--- src/rtl/frame_deframer_sum16_macros.svh ---
// assertion helpers shared by the deframer rtl
// both macros expect clk_i and rst_ni in scope
`ifndef FRAME_DEFRAMER_SUM16_MACROS_SVH
`define FRAME_DEFRAMER_SUM16_MACROS_SVH

// same-cycle implication
`define FDS16_ASSERT_IMP(lbl, ante, cons) \
  lbl: assert property (@(posedge clk_i) disable iff (!rst_ni) (ante) |-> (cons)) \
    else $error("fds16 check failed");

// next-cycle implication
`define FDS16_ASSERT_NEXT(lbl, ante, cons) \
  lbl: assert property (@(posedge clk_i) disable iff (!rst_ni) (ante) |=> (cons)) \
    else $error("fds16 check failed");

`endif

--- src/rtl/fds16_pkg.sv ---
// ----------------------------------------------------------------------------
// fds16_pkg
// Shared constants and types of the byte-serial frame deframer.
// ----------------------------------------------------------------------------
`default_nettype none

package fds16_pkg;

  localparam int unsigned MaxPayload = 60;
  localparam int unsigned IdxW       = $clog2(MaxPayload);

  localparam logic [7:0] HEAD_BYTE       = 8'hDF;
  localparam logic [7:0] TAIL_BYTE       = 8'hFD;
  localparam logic [7:0] OWN_ADDR_RESET  = 8'h97;
  localparam logic [7:0] PEER_ADDR_RESET = 8'h01;

  typedef enum logic [0:0] {
    REG_OWN_ADDR  = 1'b0,
    REG_PEER_ADDR = 1'b1
  } cfg_reg_e;

  typedef enum logic [1:0] {
    PH_HUNT = 2'd0,
    PH_HEAD = 2'd1,
    PH_BODY = 2'd2
  } phase_e;

  typedef enum logic [1:0] {
    CTL_PARSE = 2'd0,
    CTL_RD    = 2'd1,
    CTL_LD    = 2'd2
  } ctl_state_e;

  typedef struct packed {
    logic            en;
    logic [IdxW-1:0] addr;
    logic [7:0]      data;
  } store_wr_t;

  typedef struct packed {
    logic            en;
    logic [IdxW-1:0] addr;
  } store_rd_t;

endpackage

`default_nettype wire

--- src/rtl/fds16_if.sv ---
// ----------------------------------------------------------------------------
// fds16 channel interfaces
// Valid/ready channels for received bytes and for deframed payload words.
// ----------------------------------------------------------------------------
`default_nettype none

interface fds16_in_if;
  logic       valid;
  logic       ready;
  logic [7:0] rx_byte;

  modport source (output valid, output rx_byte, input ready);
  modport sink (input valid, input rx_byte, output ready);
endinterface

interface fds16_out_if;
  logic       valid;
  logic       ready;
  logic [7:0] frame_class;
  logic [7:0] frame_command;
  logic [5:0] payload_length;
  logic [5:0] byte_position;
  logic [7:0] payload_byte;
  logic       has_payload;
  logic       last;

  modport source (
    output valid, output frame_class, output frame_command, output payload_length,
    output byte_position, output payload_byte, output has_payload, output last,
    input ready
  );
  modport sink (
    input valid, input frame_class, input frame_command, input payload_length,
    input byte_position, input payload_byte, input has_payload, input last,
    output ready
  );
endinterface

`default_nettype wire

--- src/rtl/fds16_store.sv ---
// ----------------------------------------------------------------------------
// fds16_store
// Payload buffer: one write port, one read port, registered read data.
// ----------------------------------------------------------------------------
`default_nettype none

module fds16_store import fds16_pkg::*; (
  input  wire logic       clk_i,
  input  wire store_wr_t  wr_i,
  input  wire store_rd_t  rd_i,
  output logic [7:0]      rd_data_o
);

  logic [7:0] mem_q [MaxPayload];

  always_ff @(posedge clk_i) begin
    if (wr_i.en) begin
      mem_q[wr_i.addr] <= wr_i.data;
    end
    if (rd_i.en) begin
      rd_data_o <= mem_q[rd_i.addr];
    end
  end

endmodule

`default_nettype wire

--- src/rtl/frame_deframer_sum16.sv ---
// ----------------------------------------------------------------------------
// frame_deframer_sum16
// Receives bytes, checks head, addresses, length, tail and 16-bit sum, and
// emits the payload of each good frame.
// ----------------------------------------------------------------------------
// Received bytes are taken one per cycle while the parser runs and the output
// register is free; payload bytes go into a 60-entry buffer as they arrive.
// When the last checksum byte of a good frame comes in, the buffer is read
// back and each payload byte leaves as one word, first a buffer read, then an
// output register load that waits while the sink holds ready low; no bytes
// are taken during that read-back. A frame of length zero gives one word
// straight from the parser. Bad frames produce nothing.
`default_nettype none

module frame_deframer_sum16 import fds16_pkg::*; (
  input  wire logic      clk_i,
  input  wire logic      rst_ni,
  input  wire logic      cfg_we_i,
  input  wire cfg_reg_e  cfg_idx_i,
  input  wire logic [7:0] cfg_data_i,
  fds16_in_if.sink       rx_i,
  fds16_out_if.source    frame_o
);

`include "frame_deframer_sum16_macros.svh"

  logic [7:0] own_addr_q, peer_addr_q;

  ctl_state_e ctl_q, ctl_d;
  phase_e     phase_q, phase_d;
  logic [6:0] cnt_q, cnt_d;
  logic [7:0] class_q, class_d;
  logic [7:0] cmd_q, cmd_d;
  logic [5:0] len_q, len_d;
  logic [15:0] sum_q, sum_d;
  logic       tok_q, tok_d;
  logic [7:0] sum_lo_q, sum_lo_d;
  logic [IdxW-1:0] rd_idx_q, rd_idx_d;

  logic       out_valid_q, out_valid_d;
  logic [7:0] out_class_q, out_class_d;
  logic [7:0] out_cmd_q, out_cmd_d;
  logic [5:0] out_len_q, out_len_d;
  logic [5:0] out_pos_q, out_pos_d;
  logic [7:0] out_byte_q, out_byte_d;
  logic       out_has_q, out_has_d;
  logic       out_last_q, out_last_d;

  logic       out_free, out_load, in_ready, in_acc;
  logic [7:0] b;
  logic [6:0] body_off;
  logic [15:0] sum_add;
  logic [7:0] rd_data;
  store_wr_t  st_wr;
  store_rd_t  st_rd;

  assign out_free = !out_valid_q || frame_o.ready;
  assign in_ready = (ctl_q == CTL_PARSE) && out_free;
  assign in_acc   = rx_i.valid && in_ready;
  assign b        = rx_i.rx_byte;
  assign body_off = cnt_q - 7'd6;
  assign sum_add  = sum_q + {8'h00, b};

  assign rx_i.ready             = in_ready;
  assign frame_o.valid          = out_valid_q;
  assign frame_o.frame_class    = out_class_q;
  assign frame_o.frame_command  = out_cmd_q;
  assign frame_o.payload_length = out_len_q;
  assign frame_o.byte_position  = out_pos_q;
  assign frame_o.payload_byte   = out_byte_q;
  assign frame_o.has_payload    = out_has_q;
  assign frame_o.last           = out_last_q;

  fds16_store u_store (
    .clk_i     (clk_i),
    .wr_i      (st_wr),
    .rd_i      (st_rd),
    .rd_data_o (rd_data)
  );

  always_ff @(posedge clk_i or negedge rst_ni) begin
    if (!rst_ni) begin
      own_addr_q  <= OWN_ADDR_RESET;
      peer_addr_q <= PEER_ADDR_RESET;
    end else if (cfg_we_i) begin
      unique case (cfg_idx_i)
        REG_OWN_ADDR:  own_addr_q  <= cfg_data_i;
        REG_PEER_ADDR: peer_addr_q <= cfg_data_i;
      endcase
    end
  end

  always_comb begin
    ctl_d       = ctl_q;
    phase_d     = phase_q;
    cnt_d       = cnt_q;
    class_d     = class_q;
    cmd_d       = cmd_q;
    len_d       = len_q;
    sum_d       = sum_q;
    tok_d       = tok_q;
    sum_lo_d    = sum_lo_q;
    rd_idx_d    = rd_idx_q;
    out_load    = 1'b0;
    out_class_d = out_class_q;
    out_cmd_d   = out_cmd_q;
    out_len_d   = out_len_q;
    out_pos_d   = out_pos_q;
    out_byte_d  = out_byte_q;
    out_has_d   = out_has_q;
    out_last_d  = out_last_q;
    st_wr.en    = 1'b0;
    st_wr.addr  = body_off[IdxW-1:0];
    st_wr.data  = b;
    st_rd.en    = 1'b0;
    st_rd.addr  = rd_idx_q;

    unique case (ctl_q)
      CTL_PARSE: begin
        if (in_acc) begin
          unique case (phase_q)
            PH_HEAD: begin
              sum_d = sum_add;
              if (cnt_q == 7'd1 && b != own_addr_q) tok_d = 1'b0;
              if (cnt_q == 7'd2 && b != peer_addr_q) tok_d = 1'b0;
              if (cnt_q == 7'd3) class_d = b;
              if (cnt_q == 7'd4) cmd_d = b;
              if (cnt_q >= 7'd5) begin
                if (!tok_q || b > 8'(MaxPayload)) begin
                  // a head byte in the length slot of a bad frame (bad address or length) opens a new frame
                  if (b == HEAD_BYTE) begin
                    phase_d = PH_HEAD;
                    cnt_d   = 7'd1;
                    sum_d   = {8'h00, HEAD_BYTE};
                    tok_d   = 1'b1;
                  end else begin
                    phase_d = PH_HUNT;
                    cnt_d   = 7'd0;
                    tok_d   = 1'b0;
                  end
                end else begin
                  len_d   = b[5:0];
                  cnt_d   = 7'd6;
                  tok_d   = 1'b0;
                  phase_d = PH_BODY;
                end
              end else begin
                cnt_d = cnt_q + 7'd1;
              end
            end
            PH_BODY: begin
              if (body_off < {1'b0, len_q}) begin
                st_wr.en = 1'b1;
                sum_d    = sum_add;
                cnt_d    = cnt_q + 7'd1;
              end else if (body_off == {1'b0, len_q}) begin
                tok_d = (b == TAIL_BYTE);
                sum_d = sum_add;
                cnt_d = cnt_q + 7'd1;
              end else if (body_off == {1'b0, len_q} + 7'd1) begin
                sum_lo_d = b;
                cnt_d    = cnt_q + 7'd1;
              end else begin
                if (tok_q && {b, sum_lo_q} == sum_q) begin
                  if (len_q == 6'd0) begin
                    out_load    = 1'b1;
                    out_class_d = class_q;
                    out_cmd_d   = cmd_q;
                    out_len_d   = len_q;
                    out_pos_d   = 6'd0;
                    out_byte_d  = 8'h00;
                    out_has_d   = 1'b0;
                    out_last_d  = 1'b1;
                  end else begin
                    ctl_d    = CTL_RD;
                    rd_idx_d = '0;
                  end
                end
                phase_d = PH_HUNT;
                cnt_d   = 7'd0;
                tok_d   = 1'b0;
              end
            end
            default: begin
              if (b == HEAD_BYTE) begin
                phase_d = PH_HEAD;
                cnt_d   = 7'd1;
                sum_d   = {8'h00, HEAD_BYTE};
                tok_d   = 1'b1;
              end else begin
                phase_d = PH_HUNT;
                cnt_d   = 7'd0;
              end
            end
          endcase
        end
      end
      CTL_RD: begin
        st_rd.en = 1'b1;
        ctl_d    = CTL_LD;
      end
      CTL_LD: begin
        if (out_free) begin
          out_load    = 1'b1;
          out_class_d = class_q;
          out_cmd_d   = cmd_q;
          out_len_d   = len_q;
          out_pos_d   = 6'(rd_idx_q);
          out_byte_d  = rd_data;
          out_has_d   = 1'b1;
          out_last_d  = (6'(rd_idx_q) + 6'd1 == len_q);
          rd_idx_d    = rd_idx_q + IdxW'(1);
          ctl_d       = out_last_d ? CTL_PARSE : CTL_RD;
        end
      end
      default: ctl_d = CTL_PARSE;
    endcase

    if (out_load) begin
      out_valid_d = 1'b1;
    end else if (frame_o.ready) begin
      out_valid_d = 1'b0;
    end else begin
      out_valid_d = out_valid_q;
    end
  end

  always_ff @(posedge clk_i or negedge rst_ni) begin
    if (!rst_ni) begin
      ctl_q       <= CTL_PARSE;
      phase_q     <= PH_HUNT;
      cnt_q       <= 7'd0;
      class_q     <= 8'h00;
      cmd_q       <= 8'h00;
      len_q       <= 6'd0;
      sum_q       <= 16'h0000;
      tok_q       <= 1'b0;
      sum_lo_q    <= 8'h00;
      rd_idx_q    <= '0;
      out_valid_q <= 1'b0;
    end else begin
      ctl_q       <= ctl_d;
      phase_q     <= phase_d;
      cnt_q       <= cnt_d;
      class_q     <= class_d;
      cmd_q       <= cmd_d;
      len_q       <= len_d;
      sum_q       <= sum_d;
      tok_q       <= tok_d;
      sum_lo_q    <= sum_lo_d;
      rd_idx_q    <= rd_idx_d;
      out_valid_q <= out_valid_d;
    end
  end

  always_ff @(posedge clk_i) begin
    out_class_q <= out_class_d;
    out_cmd_q   <= out_cmd_d;
    out_len_q   <= out_len_d;
    out_pos_q   <= out_pos_d;
    out_byte_q  <= out_byte_d;
    out_has_q   <= out_has_d;
    out_last_q  <= out_last_d;
  end

  `FDS16_ASSERT_IMP(a_no_rx_in_readback, ctl_q != CTL_PARSE, !rx_i.ready)
  `FDS16_ASSERT_IMP(a_no_overwrite, out_load, !out_valid_q || frame_o.ready)
  `FDS16_ASSERT_NEXT(a_read_then_load, ctl_q == CTL_RD, ctl_q == CTL_LD)
  `FDS16_ASSERT_IMP(a_last_pos, out_valid_q && out_has_q && out_last_q,
                    out_pos_q + 6'd1 == out_len_q)
  `FDS16_ASSERT_IMP(a_body_count, phase_q == PH_BODY, cnt_q >= 7'd6)

endmodule

`default_nettype wire
--- src/flat_wrapper.sv ---
// flat-port wrapper written by rule: the top's interface ports become plain ports
module frame_deframer_sum16_flat import fds16_pkg::*;
  (clk_i, rst_ni, cfg_we_i, cfg_idx_i, cfg_data_i, rx_i_valid, rx_i_rx_byte, rx_i_ready, frame_o_valid, frame_o_frame_class, frame_o_frame_command, frame_o_payload_length, frame_o_byte_position, frame_o_payload_byte, frame_o_has_payload, frame_o_last, frame_o_ready);
  fds16_in_if rx_i_i ();
  fds16_out_if frame_o_i ();
  input  wire logic clk_i;
  input  wire logic rst_ni;
  input  wire logic cfg_we_i;
  input  wire cfg_reg_e cfg_idx_i;
  input  wire logic [7:0] cfg_data_i;
  input wire logic [$bits(rx_i_i.valid)-1:0] rx_i_valid;
  input wire logic [$bits(rx_i_i.rx_byte)-1:0] rx_i_rx_byte;
  output wire logic [$bits(rx_i_i.ready)-1:0] rx_i_ready;
  output wire logic [$bits(frame_o_i.valid)-1:0] frame_o_valid;
  output wire logic [$bits(frame_o_i.frame_class)-1:0] frame_o_frame_class;
  output wire logic [$bits(frame_o_i.frame_command)-1:0] frame_o_frame_command;
  output wire logic [$bits(frame_o_i.payload_length)-1:0] frame_o_payload_length;
  output wire logic [$bits(frame_o_i.byte_position)-1:0] frame_o_byte_position;
  output wire logic [$bits(frame_o_i.payload_byte)-1:0] frame_o_payload_byte;
  output wire logic [$bits(frame_o_i.has_payload)-1:0] frame_o_has_payload;
  output wire logic [$bits(frame_o_i.last)-1:0] frame_o_last;
  input wire logic [$bits(frame_o_i.ready)-1:0] frame_o_ready;
  assign rx_i_i.valid = rx_i_valid;
  assign rx_i_i.rx_byte = rx_i_rx_byte;
  assign rx_i_ready = rx_i_i.ready;
  assign frame_o_valid = frame_o_i.valid;
  assign frame_o_frame_class = frame_o_i.frame_class;
  assign frame_o_frame_command = frame_o_i.frame_command;
  assign frame_o_payload_length = frame_o_i.payload_length;
  assign frame_o_byte_position = frame_o_i.byte_position;
  assign frame_o_payload_byte = frame_o_i.payload_byte;
  assign frame_o_has_payload = frame_o_i.has_payload;
  assign frame_o_last = frame_o_i.last;
  assign frame_o_i.ready = frame_o_ready;
  frame_deframer_sum16 u_core (.clk_i(clk_i), .rst_ni(rst_ni), .cfg_we_i(cfg_we_i), .cfg_idx_i(cfg_idx_i), .cfg_data_i(cfg_data_i), .rx_i(rx_i_i), .frame_o(frame_o_i));
endmodule
--- config.mk ---
export PLATFORM = sky130hd
export DESIGN_NAME = frame_deframer_sum16_flat
export DESIGN_NICKNAME = d
export VERILOG_FILES = /design/src/rtl/fds16_pkg.sv /design/src/rtl/fds16_if.sv /design/src/rtl/fds16_store.sv /design/src/rtl/frame_deframer_sum16.sv /design/src/flat_wrapper.sv
export VERILOG_INCLUDE_DIRS = /design/src /design/src/rtl
export SDC_FILE = /design/constraint.sdc
export NUM_CORES = 1
export LEC_CHECK = 0
export BUFFER_PORTS_ARGS = -buffer_cell sky130_fd_sc_hd__buf_2
export CAP_MARGIN = 20
export CORE_MARGIN = 8
export CORE_UTILIZATION = 35
export DETAILED_ROUTE_END_ITERATION = 10
export PLACE_DENSITY = 0.57
export SETUP_SLACK_MARGIN = 0.1
export SYNTH_ARGS = -nofsm -noshare
export SYNTH_HDL_FRONTEND = slang
export SYNTH_HIERARCHICAL = 1
export SYNTH_SLANG_ARGS = --single-unit
--- constraint.sdc ---
create_clock -name clk_i -period 12.01 [get_ports clk_i]
set_clock_uncertainty 0.2 [all_clocks]
set_input_delay 0.6005 -clock clk_i [delete_from_list [all_inputs] [get_ports clk_i]]
set_output_delay 0.6005 -clock clk_i [all_outputs]
set_load 0.02 [all_outputs]
# --- Word-level counts from Yosys, hierarchy flattened ---
# Memories as Yosys holds them, arrays and structs flattened. A register that Yosys moved wholly into a read port is not among the register bits.
# Index checks and enable logic that the tools add are counted.
op_classes:
  n_mux: 131
  n_eq_ne: 32
  magnitude_cmp: 3
  reduce_logical: 27
  bitwise_logic: 4
  add_sub_neg: 5
ops:
  columns: ["operator", "count"]
  rows:
  - ["2-to-1 mux 8 bit", 24]
  - ["2-to-1 mux 6 bit", 24]
  - ["2-to-1 mux 16 bit", 6]
  - ["case mux 8 bit (2 select lines)", 3]
  - ["2-to-1 mux 1 bit", 45]
  - ["case mux 6 bit (2 select lines)", 3]
  - ["2-to-1 mux 7 bit", 5]
  - ["case mux 16 bit (2 select lines)", 1]
  - ["2-to-1 mux 2 bit", 13]
  - ["!= test 2 bit, second input constant", 10]
  - ["AND reduction 6 bit", 3]
  - ["AND reduction 9 bit", 2]
  - ["adder 16 x 8 -> 16 bit", 1]
  - ["== test 16 bit", 1]
  - ["== test 8 bit, second input constant", 2]
  - ["!= test 8 bit", 2]
  - ["== test 7 x 2 -> 1 bit, second input constant", 2]
  - ["case mux 7 bit (2 select lines)", 1]
  - ["AND reduction 4 bit", 3]
  - ["greater-than comparator 8 x 6 -> 1 bit, second input constant", 1]
  - ["case mux 1 bit (2 select lines)", 4]
  - ["AND reduction 8 bit", 1]
  - ["adder 6 x 1 -> 7 bit, second input constant", 1]
  - ["adder 7 x 1 -> 7 bit, second input constant", 1]
  - ["27 further kinds", 43]
word_totals:
  mem_count: 1
  register_bits: 119
  ramBits: 480
  output_inout_bits: 40
  elab_cells: 223
  in_bits: 22
memory_table:
  columns: ["name", "words", "word_bits", "read_ports", "rd_clocked_by_memory_dff", "write_ports", "line_no", "text"]
  rows:
  - ["u_core.u_store.mem_q", 60, 8, 1, 1, 1, "fds16_store.sv:14", "logic [7:0] mem_q [MaxPayload];"]

# --- Depth between registers and ports, before layout ---
depth:
  word_depth: 10
  mapped_depth: 13
  ltp_nobuf: 12

# --- Modules after synthesis ---
# The synthesis kept the hierarchy.
modules_own_cells:
  columns: ["module", "seq_area_each_um2", "area_per_inst_um2", "cells_each", "instances"]
  rows:
  - ["fds16_store", 14654.1, 19024.5, 890, 1]
  - ["frame_deframer_sum16", 3175.5, 6398.6, 585, 1]

# --- Worst setup path before layout ---
# Ideal clock, no wire load.
synth_timing:
  kind: "register to register"
  startpoint: "register u_core.cnt_q[1]"
  endpoint: "register u_core.out_pos_q[0] (netlist: u_core/frame_o.byte_position[0]) (enable)"
  arrival_ps: 4285
  slack_ps: 7079
  path_stages_with_launch: 13
  n_path_buf: 1
  setup_time_ps: 446
  t_required_ps: 11364
  period_less_slack_ps: 4931
  cell_sequence: "dfrtp_1 -> ha_1 -> clkbuf_1 -> o31ai_1 -> nand2_1 -> ha_1 -> nand3_1 -> a21oi_1 -> or2_2 -> a21oi_1 -> nor4_1 -> nand2_1 -> a21oi_1"
synth_via:
  elab_chain_len: 4
  word_cells_on_any_way: 8
  cone_classes: "1 x add/sub; 1 x order compare; 5 x eq/ne; 1 x reduce/logical"
synth_lines:
  columns: ["item", "line_no", "text"]
  rows:
  - ["start: declaration", "frame_deframer_sum16.sv:31", "logic [6:0] cnt_q, cnt_d;"]
  - ["start signal: assignment", "frame_deframer_sum16.sv:244", "cnt_q <= cnt_d;"]
  - ["subtractor 7 x 3 -> 7 bit *", "frame_deframer_sum16.sv:61", "assign body_off = cnt_q - 7'd6;"]
  - ["named net u_core.body_off[5]", "frame_deframer_sum16.sv:51", "logic [6:0] body_off;"]
  - ["< comparator 7 x 6 -> 1 bit (tied with other cells)", "frame_deframer_sum16.sv:152", "if (body_off < {1'b0, len_q}) begin"]
  - ["!= test 2 bit (no line)", null, null]
  - ["AND reduction 9 bit (no line) *", null, null]
  - ["end signal: assignment", "frame_deframer_sum16.sv:260", "out_pos_q <= out_pos_d;"]
  - ["end: declaration", "frame_deframer_sum16.sv:44", "logic [5:0] out_pos_q, out_pos_d;"]
# The timed path passes the listed nets; every way through them passes the cells marked *.
# A chain may end at the register's enable or synchronous reset.

==> key figures <==
Global routing
  – First-pass GRT wire length: 93.21 mm
  – Pin count of the biggest net entering global routing: 82
  – Gr ovfl total: 0
  – Tot GR Track Use: ~15%
  – Vias in the first global route: about 14000
  – Initial antenna violation count: 2

Routing
  – DR vias: approximately 14000
  – First-pass DRT Iterations: 6
  – Average wire per standard cell: 24.22 um
  – Final WL: approximately 62 mm
  – First-iteration detailed-routing DRC count: approximately 1200
  – Drt drc: 0
  – Remaining antenna violation count: 0
  – Vias per inst: 5.331

Clock network
  – CTS tree: built
  – Htree depth: 2
  – CTS Buf Count: 59
  – CTS root buffer: clkbuf_16
  – Worst-Skew Late Latency: between 0.6 and 0.7 ns
  – Max clock buf depth: 3
  – Post-CTS setup buffers: 0
  – Clock tree sinks: 607
  – CTS clock-pin slew for the worst setup and hold paths: ~0.060 ns

Worst setup path
  – Worst-path fanout max: 11
  – Setup crit end kind: flip-flop
  – Worst R2R Setup Slack: 6.57 ns
  – Startpoint Class: flip-flop
  – Worst endpoint data arrival time: 5.49 ns
  – Worst setup path class: reg -> reg
  – Reg2reg start: u_core/cnt_q[2]
  – Slowest CP cell: nand3_1
  – Worst r2r dst: u_core/u_store/mem_q[45][2]
  – Critical Path Max Stage Delay: between 0.8 and 0.9 ns
  – Worst Path Required: approximately 12 ns
  – Crit path cell chain: ha_1 > o31ai_1 > nand2_1 > ha_1 > nand3_1 > a21oi_1 > or2_2 > nor3_1 > nand3_1 > nor2_1
  – Worst-case reg-to-reg path depth: 10

Floorplan
  – CORE AREA: just over 70000 um^2
  – Die width: around 290 um
  – Die height: about 290 um
  – Full die area: a little over 80000 um^2
  – Site row count: 99
  – Initial Utilization: about a third
  – # IOs: a little over 60

Hold path
  – Min-Delay Path Class: in -> reg
  – Hold Crit Start: cfg_data_i[1]
  – Worst hold path stage count: 2
  – Hold Crit Endpoint: u_core/peer_addr_q[1]

Cells and area
  – Reg area: approximately 18000 um^2
  – Commonest non-fill, non-tap cell in the layout: edfxtp_1
  – Most frequent cells in the layout: 526 x edfxtp_1, 109 x mux4_2, 86 x nor2_1
  – Layout cells sized above 1: 22.26%
  – Area grow syn2layout: 13.32%
  – Multi-input logic area: 7081 um^2
  – Fillers: between 6000 and 7000
  – Fin nets: 1596
  – Max FFs per register: 480
  – Final Util: about two fifths
  – Largest regs: u_core/u_store/mem_q: 480 flops, u_core/sum_q: 16 flops
  – Largest register by flop count: u_core/u_store/mem_q
  – Post-route cell area: 28810 um^2

Logic synthesis
  – Yosys warning total: 6
  – Compound-gate portion of the synthesized area: 4.420%
  – Syn_nets: 1523
  – EDFF count, synth: 526
  – Async S/R FF share, synth: a little over an eighth
  – Yosys cell types: 67
  – Post-Synth XOR/XNOR Area: under 10%
  – Seq/Total Area, Yosys: a little over two thirds
  – Post-synthesis simple-gate area fraction: 6.039%
  – Synth Register Bits: 607
  – Cell count after synthesis: about 1500
  – Post-Synth Adder-Cell Area: under 10%
  – Post-synth top flop: edfxtp_1
  – Post-Syn Area: approximately 25000 um^2
  – Mux contribution to synthesized area: between 10% and 20%
  – Yosys top cell by area: edfxtp_1
  – Syn_area_per_cell: 17.24 um^2
  – Main combinational cell family by area after synthesis: multiplexers
  – Synth top area cells: edfxtp_1 62%, mux4_2 9.7%, dfrtp_1 7.4%, mux2_2 2.3%, nor2_1 1.3%
  – Synth top area share: about 62%

Run
  – Max_cap viols: 0

Placement
  – Placed Area: 26710 um^2
  – Final HPWL DP: just under 40 mm
  – Routability cong.: between 0.8 and 0.9
  – IO Port Bufs: 61
  – DP Worst Slack: 6.747 ns

STA
  – Slew headroom: ~26%
  – Fin Setup TNS: 0 ns
  – Post-route clock period utilization: a little under half
  – Count of final setup violators: 0
  – Fmax: about 180 MHz
  – Endpoints failing hold: 0
  – RSZ-0062 raised after global routing: false
  – Post-layout min period: approximately 5.4 ns
  – Crit path setup slack, layout: 6.567 ns
  – Worst-margin pin slew: between 1 and 1.5 ns
  – Slew Viols, Final: 0

Run status
  – Status: complete, no violations

Power
  – Overall power: between 4000 and 5000 uW
  – Power per Cell Area: 156.7 nW/um^2
  – Pleak: between 0.009 and 0.01 uW
  – Maximum vdd drop: 121.5 uV
[area by class of cell]
class | count | share of cell area (%)
multi-input combinational | 765 | 24.58
inverter | 25 | 0.3257
sequential | 607 | 61.93
clock inverter | 41 | 1.746
clock buffer | 71 | 5.281
antenna | 1 | 0.008686
timing repair buffer | 90 | 1.963
tap | 959 | 4.165
[logic make-up after synthesis]
logic type,Yosys count
AOI/OAI and AO/OA,168
xor gates and xnor gates,59
adders and majority gates,26
buffers and inverters,103
DFF,607
muxes,197
and+or+nand+nor,315
[power by group]
| part | internal (uW) | switching, uW | leakage, uW | total [uW] |
|---|---|---|---|---|
| logic | 92.9 | 138 | 0.00306 | 231 |
| registers | 2340 | 36.1 | 0.00582 | 2370 |
| clock network | 1110 | 802 | 0.000977 | 1910 |
[how the worst max path moves through the flow]
stage               slack [ns]  depth (start not counted)                              end       startpoint
finish                    6.57                         10      u_core/u_store/mem_q[45][2]  u_core/cnt_q[2]
global route              6.27                         10      u_core/u_store/mem_q[29][1]  u_core/cnt_q[2]
CTS                       6.72                         11      u_core/u_store/mem_q[19][3]  u_core/cnt_q[2]
detailed placement        6.75                         11      u_core/u_store/mem_q[19][3]  u_core/cnt_q[2]
global placement          6.88                         10      u_core/u_store/mem_q[40][3]  u_core/cnt_q[2]
floorplan                 7.08                         12  u_core/frame_o.byte_position[0]  u_core/cnt_q[1]
[per-layer routing]
layer  GRT usage (%)  vias up  part of all wire (%)
li1                -     5970                     -
met1           19.70     7079                    41
met2           25.00      459                    49
met3           2.753      129                   5.9
met4           5.410        4                   3.7
met5               0        -                 0.037
[cell usage after synthesis, drive strengths merged, types with 4 or more instances]
| library cell | instances |
|---|---|
| dfstp | 6 |
| xnor2 | 31 |
| nor2b | 13 |
| a22oi | 14 |
| o21a | 5 |
| a221oi | 9 |
| nor3 | 21 |
| a21oi | 30 |
| o21ai | 50 |
| or3 | 4 |
| nand2 | 83 |
| nand2b | 11 |
| mux4 | 118 |
| a21o | 5 |
| edfxtp | 526 |
| nand4 | 15 |
| nor2 | 86 |
| and3 | 22 |
| xor2 | 27 |
| mux2i | 28 |
| o31ai | 6 |
| a31oi | 13 |
| buf | 28 |
| o311ai | 5 |
| a211o | 4 |
| dfrtp | 75 |
| and2 | 6 |
| inv | 24 |
| mux2 | 51 |
| clkbuf | 50 |
| nand3 | 26 |
| nor4 | 11 |
| ha | 25 |
| nor3b | 4 |
[worst max-delay path: cells and delay by family, from the launching register on]
kind	cells	cell delay, ns
compound gates	2	0.44
fa+ha+maj	2	0.73
flops	1	0.54
simple gates	6	3.13
[stage by stage]
step	hold WS, ns	std cells
after global routing	0.004507	2558
final	0.04098	2559
after global placement	0.2295	2436
after CTS	0.003092	2556
after floorplan	0.1049	1475
after detailed placement	0.2312	2439
[repair_timing]
action / 4_1_cts / 5_1_grt
resized for setup: 0 / 0
endpoints found under the hold margin: 47 / 0
hold buffers: 5 / 0
Note: power is estimated with default switching activity, not from simulation.
